**src/rtl/core/spq_pkg.sv**
```systemverilog
// Shared types and codes for the sorted priority queue core.
// No dependencies; used by the cell, the top level and the checker.
package spq_pkg;

    localparam int unsigned DATA_W = 32;
    localparam int unsigned OCC_W  = 5;

    localparam logic [1:0] OP_ENQUEUE = 2'd0;
    localparam logic [1:0] OP_DEQUEUE = 2'd1;
    localparam logic [1:0] OP_PEEK    = 2'd2;

    localparam logic [1:0] ST_OK    = 2'd0;
    localparam logic [1:0] ST_EMPTY = 2'd1;
    localparam logic [1:0] ST_FULL  = 2'd2;

    typedef struct packed {
        logic signed [DATA_W-1:0] value;
        logic signed [DATA_W-1:0] prio;
    } entry_t;

    typedef struct packed {
        logic   ins;
        logic   del;
        entry_t item;
    } cmd_t;

endpackage

```
**src/rtl/core/sorted_priority_queue_core.sv**
```systemverilog
// Sorted priority queue core: a chain of CAPACITY cells kept in priority
// order, lowest number at the head, equal priorities first in, first out.
// One operation (enqueue, dequeue, peek) is accepted per cycle while the
// output register is empty or being read; its result is in the output register
// in the following cycle. Every cell compares its priority with the broadcast
// item in the same cycle and shifts toward or away from the head, so the rate is
// one word per cycle at any depth unless stalled. Uses spq_pkg and spq_cell.
module sorted_priority_queue_core #(
    parameter int unsigned CAPACITY = 16
) (
    input  logic                             aclk,
    input  logic                             aresetn,
    input  logic                             s_valid,
    output logic                             s_ready,
    input  logic [1:0]                       s_opcode,
    input  logic signed [spq_pkg::DATA_W-1:0] s_item_value,
    input  logic signed [spq_pkg::DATA_W-1:0] s_item_priority,
    output logic                             m_valid,
    input  logic                             m_ready,
    output logic [1:0]                       m_status,
    output logic signed [spq_pkg::DATA_W-1:0] m_head_value,
    output logic                             m_head_valid,
    output logic [spq_pkg::OCC_W-1:0]        m_occupancy
);

    localparam int unsigned CNT_W = $clog2(CAPACITY + 1);

    logic [CNT_W-1:0]           count_reg, count_next;
    logic                       m_valid_reg;
    logic [1:0]                 status_reg, status_next;
    logic signed [spq_pkg::DATA_W-1:0] head_value_reg, head_value_next;
    logic                       head_valid_reg, head_valid_next;
    logic [spq_pkg::OCC_W-1:0]  occupancy_reg;

    spq_pkg::cmd_t   cmd;
    spq_pkg::entry_t cell_entry [CAPACITY];
    logic [CAPACITY-1:0] cell_gt;
    logic [CAPACITY-1:0] cell_occ;
    logic            fire, full, empty;

    assign s_ready = aresetn && (!m_valid_reg || m_ready);
    assign fire    = s_valid && s_ready;
    assign full    = (count_reg == CNT_W'(CAPACITY));
    assign empty   = (count_reg == '0);

    always_comb begin
        cmd.ins           = 1'b0;
        cmd.del           = 1'b0;
        cmd.item.value    = s_item_value;
        cmd.item.prio     = s_item_priority;
        count_next        = count_reg;
        status_next       = spq_pkg::ST_OK;
        head_value_next   = '0;
        head_valid_next   = 1'b0;
        case (s_opcode)
            spq_pkg::OP_ENQUEUE: begin
                if (full) begin
                    status_next = spq_pkg::ST_FULL;
                end else begin
                    cmd.ins    = fire;
                    count_next = count_reg + CNT_W'(1);
                end
            end
            spq_pkg::OP_DEQUEUE, spq_pkg::OP_PEEK: begin
                if (empty) begin
                    status_next = spq_pkg::ST_EMPTY;
                end else begin
                    head_value_next = cell_entry[0].value;
                    head_valid_next = 1'b1;
                    if (s_opcode == spq_pkg::OP_DEQUEUE) begin
                        cmd.del    = fire;
                        count_next = count_reg - CNT_W'(1);
                    end
                end
            end
            default: begin
                count_next = count_reg;
            end
        endcase
    end

    for (genvar i = 0; i < CAPACITY; i++) begin : g_cell
        spq_pkg::entry_t right_entry;
        logic            left_occ;
        logic            left_gt;
        spq_pkg::entry_t left_entry;

        assign cell_occ[i] = (CNT_W'(i) < count_reg);

        if (i == 0) begin : g_head
            assign left_occ   = 1'b1;
            assign left_gt    = 1'b0;
            assign left_entry = '0;
        end else begin : g_body
            assign left_occ   = cell_occ[i-1];
            assign left_gt    = cell_gt[i-1];
            assign left_entry = cell_entry[i-1];
        end

        if (i == CAPACITY - 1) begin : g_tail
            assign right_entry = '0;
        end else begin : g_mid
            assign right_entry = cell_entry[i+1];
        end

        spq_cell u_cell (
            .aclk        (aclk),
            .cmd         (cmd),
            .occ         (cell_occ[i]),
            .left_occ    (left_occ),
            .left_gt     (left_gt),
            .left_entry  (left_entry),
            .right_entry (right_entry),
            .gt          (cell_gt[i]),
            .entry       (cell_entry[i])
        );
    end

    always_ff @(posedge aclk) begin
        if (!aresetn) begin
            count_reg   <= '0;
            m_valid_reg <= 1'b0;
        end else begin
            if (fire) begin
                count_reg   <= count_next;
                m_valid_reg <= 1'b1;
            end else if (m_ready) begin
                m_valid_reg <= 1'b0;
            end
        end
    end

    always_ff @(posedge aclk) begin
        if (fire) begin
            status_reg     <= status_next;
            head_value_reg <= head_value_next;
            head_valid_reg <= head_valid_next;
            occupancy_reg  <= spq_pkg::OCC_W'(count_next);
        end
    end

    assign m_valid      = m_valid_reg;
    assign m_status     = status_reg;
    assign m_head_value = head_value_reg;
    assign m_head_valid = head_valid_reg;
    assign m_occupancy  = occupancy_reg;

endmodule

```
**src/rtl/core/spq_cell.sv**
```systemverilog
// One slot of the sorted chain: holds an entry, compares it with the
// broadcast priority and shifts left or right with its neighbors. Uses spq_pkg.
module spq_cell (
    input  logic           aclk,
    input  spq_pkg::cmd_t  cmd,
    input  logic           occ,
    input  logic           left_occ,
    input  logic           left_gt,
    input  spq_pkg::entry_t left_entry,
    input  spq_pkg::entry_t right_entry,
    output logic           gt,
    output spq_pkg::entry_t entry
);

    spq_pkg::entry_t entry_reg;

    assign gt    = occ && ($signed(entry_reg.prio) > $signed(cmd.item.prio));
    assign entry = entry_reg;

    always_ff @(posedge aclk) begin
        if (cmd.ins) begin
            if (left_gt) begin
                entry_reg <= left_entry;
            end else if (left_occ && (gt || !occ)) begin
                entry_reg <= cmd.item;
            end
        end else if (cmd.del) begin
            entry_reg <= right_entry;
        end
    end

endmodule

```
**config.mk**
```make
export PLATFORM = sky130hd
export DESIGN_NAME = sorted_priority_queue_core
export DESIGN_NICKNAME = d
export VERILOG_FILES = /design/src/rtl/core/spq_pkg.sv /design/src/rtl/core/sorted_priority_queue_core.sv /design/src/rtl/core/spq_cell.sv
export SDC_FILE = /design/constraint.sdc
export NUM_CORES = 2
export LEC_CHECK = 0
export BUFFER_PORTS_ARGS = -buffer_cell sky130_fd_sc_hd__buf_2
export CORE_MARGIN = 3
export CORE_UTILIZATION = 65
export DETAILED_ROUTE_END_ITERATION = 7
export GPL_ROUTABILITY_DRIVEN = 0
export PLACE_DENSITY_LB_ADDON = 0.1
export SLEW_MARGIN = 10
export SYNTH_ARGS = -nofsm -noshare
export SYNTH_HDL_FRONTEND = slang
export SYNTH_SLANG_ARGS = --single-unit
```
**constraint.sdc**
```tcl
create_clock -name aclk -period 18 [get_ports aclk]
set_input_delay 0.9 -clock aclk [delete_from_list [all_inputs] [get_ports aclk]]
set_output_delay 0.9 -clock aclk [all_outputs]
set_load 0.03 [all_outputs]
```
==> flow_summary.yaml <==
worst_setup_path:
  crit_path_max_fanout: 67
  end_kind: "register"
  r2r_slack_ns: 12.01
  cp.required_ns: 18.35
  worst-setup-path-type: "in2reg"
  cp.arrival_ns: 6.71
  worstSetupStartpointType: "input port"
final_layout:
  nets: 6621
  largest_register_ffs: 1024
  layout-drive-gt1-share: 0.0626
  area_growth_pct: 7.50
timing:
  relSlewSlack: 0.106
  maxSlewViolCount: 0
  clock.fmax_mhz: 157
  finalCriticalPeriod_ns: 6.36
  hold_ws_ns: 0.415
  tightest_slew_ns: 1.34
  worst_clock_skew_ns: 0.0348
  setup_viol: 0
  setup_tns_ns: 0
  final_hold_viol_count: 0
  fin_crit_sh: 0.353
  rsz0062_at_grt: "false"
drt:
  drt_pre_antenna_iters: 7
  vias: 53875
  drtIter0Drc: 8592
  wl_per_cell_um: 28.9
  ant_nets: 0
  finalWirelength_mm: 214
  drc: 0
  viasPerCell: 7.27
floorplan:
  core_area_um2: 97000
  die_x_um: 319
  initial_core_util: 0.658
  die_height_um: 319
  num_rows: 114
  io_pins: 112
  dieArea_um2: 102000
clock_tree:
  cts_buffers: 112
  cts_setup_buffers: 0
  clk_path_buf_depth: 3
  tritoncts: "yes"
  path_clk_slew_ns: 0.06
  cts_resized: 0
  clock-root-buffer: "clkbuf_16"
  clkSinkCount: 1070
  cts_htree_levels: 3
  clk_latency_ns: 0.75
  cts_hold_buf: 0
global_routing:
  grt_overflow: 0
  grt_pass1_wl_mm: 319
  use_met1: 0.563
  use_met2: 0.586
  grt_antenna_before_repair: 14
  grt_usage: 0.412
  grt_max_degree: 219
  first_global_vias: 51355
  global_route.peak_usage_layer: "met2"
  met3_usage: 0.119
yosys:
  yosysWarnings: 0
  yosys.area.top_type_share: 0.501
  synth_ff_type: "edfxtp_1"
  syn-num-nets: 6802
  postSynthAreaPerCell_um2: 10.3
  synth_area_leaders: "edfxtp_1 (50%), ha_1 (10%), mux2i_1 (6.1%), o211ai_1 (5.4%), nand2_1 (5.3%)"
  yosysTopAreaCell: "edfxtp_1"
  synth_top_cells_by_count: "edfxtp_1 (1064), nand2_1 (904), a21oi_1 (532)"
  synth-seq-cells: 1070
  synth-edff-count: 1064
  syn_area_um2: 63800
  async_reset_ff_frac: 0
  syn_inst: 6214
  seq_area_frac_synth: 0.503
  yosysUniqueCellTypes: 62
  yosysMostFrequentCell: "edfxtp_1"
power_and_ir_drop:
  p_leak_uw: 0.0281
  irDropWorstVdd_mv: 0.0743
  power_density_nw_per_um2: 82.5
  total_power_uw: 5660
flow_run:
  drv_cap: 0
placement:
  dpl.hpwl_mm: 133
  portBuffers: 111
min_path:
  min_path_type: "in2reg"
status:
  status: "finished, final reports clean"
worst max-delay path, stage by stage:
cell	delay [ns]
buf_2	0.16
inv_1	0.57
ha_1	0.39
a21oi_1	0.17
nand2_1	0.08
a221o_1	0.32
a221oi_1	1.09
o211ai_1	0.26
mux2_8	0.75
a31oi_4	0.93
buf_4	1.00
final cells by class:
type,instances,area (um^2)
inverters,81,304
multi-input cells,4576,29800
clock buffers,143,2960
diodes,12,30.0
clock inverters,58,574
well taps,1276,1600
fillers,7139,28400
repair buffers,192,1230
flip-flops and latches,1070,32100
metal layers:
layer / vias up / share of wire / wire (um)
met1: 25739 / 0.37 / 79200
met2: 4051 / 0.42 / 89000
met3: 840 / 0.15 / 31100
met4: 2 / 0.069 / 14700
li1: 23243 / - / -
met5: - / 0.000051 / 11
per-stage QoR:
step / setup slack [ns] / std cells / instance area, um^2 / util
CTS: 12.08 / 7395 / 68500 / 0.707
global route: 11.73 / 7403 / 68600 / 0.707
global placement: 11.40 / 7194 / 65000 / 0.670
detailed placement: 11.31 / 7194 / 65000 / 0.670
finish: 11.64 / 7408 / 68600 / 0.707
floorplan: 9.01 / 6214 / 63800 / -
worst paths after layout:
check / startpoint / to / cells past startpoint
worst max-delay path: s_item_priority[10] / g_cell[8].u_cell.entry[41]$_DFFE_PP_ / 11
worst min-delay path: s_valid / m_valid$_SDFFE_PN0P_ / 3
worst max register to register: g_cell[7].u_cell.entry[7]$_DFFE_PP_ / g_cell[8].u_cell.entry[41]$_DFFE_PP_ / 9
worst min register to register: m_valid$_SDFFE_PN0P_ / m_valid$_SDFFE_PN0P_ / 2
logic make-up after synthesis:
| family | Yosys count | share of synthesized area |
|---|---|---|
| flip-flops | 1070 | 0.503 |
| buffers and inverters | 568 | 0.0365 |
| AO/OA/AOI/OAI | 1569 | 0.151 |
| multiplexers | 392 | 0.0616 |
| adder cells (fa/ha/maj) | 518 | 0.102 |
| AND/OR/NAND/NOR | 2097 | 0.147 |
placed cells by master (no fill, tap or decap), types with 12 or more instances in the layout:
cell type / n
and4_1: 16
a21oi_1: 527
nand2_1: 902
buf_4: 75
o211ai_1: 457
nor4_1: 14
clkbuf_1: 29
buf_2: 111
diode_2: 12
mux2i_1: 382
inv_1: 80
clkbuf_16: 114
a221oi_1: 15
and3_1: 42
a211oi_1: 18
nor2_1: 372
ha_1: 518
nand3_1: 491
nor3_1: 21
edfxtp_1: 1064
clkinv_1: 25
o21ai_1: 17
nor2b_1: 20
o21ai_0: 313
a21o_1: 57
a31oi_1: 71
nand4_1: 163
clkinv_2: 16
nand2b_1: 13
where the power goes:
| part | internal (uW) | switching (uW) | total [uW] |
|---|---|---|---|
| Clock | 1280 | 1030 | 2310 |
| Sequential | 2780 | 33.8 | 2820 |
| Combinational | 156 | 377 | 534 |
| Total | 4220 | 1440 | 5660 |
Note: power is estimated with default switching activity, not from simulation.
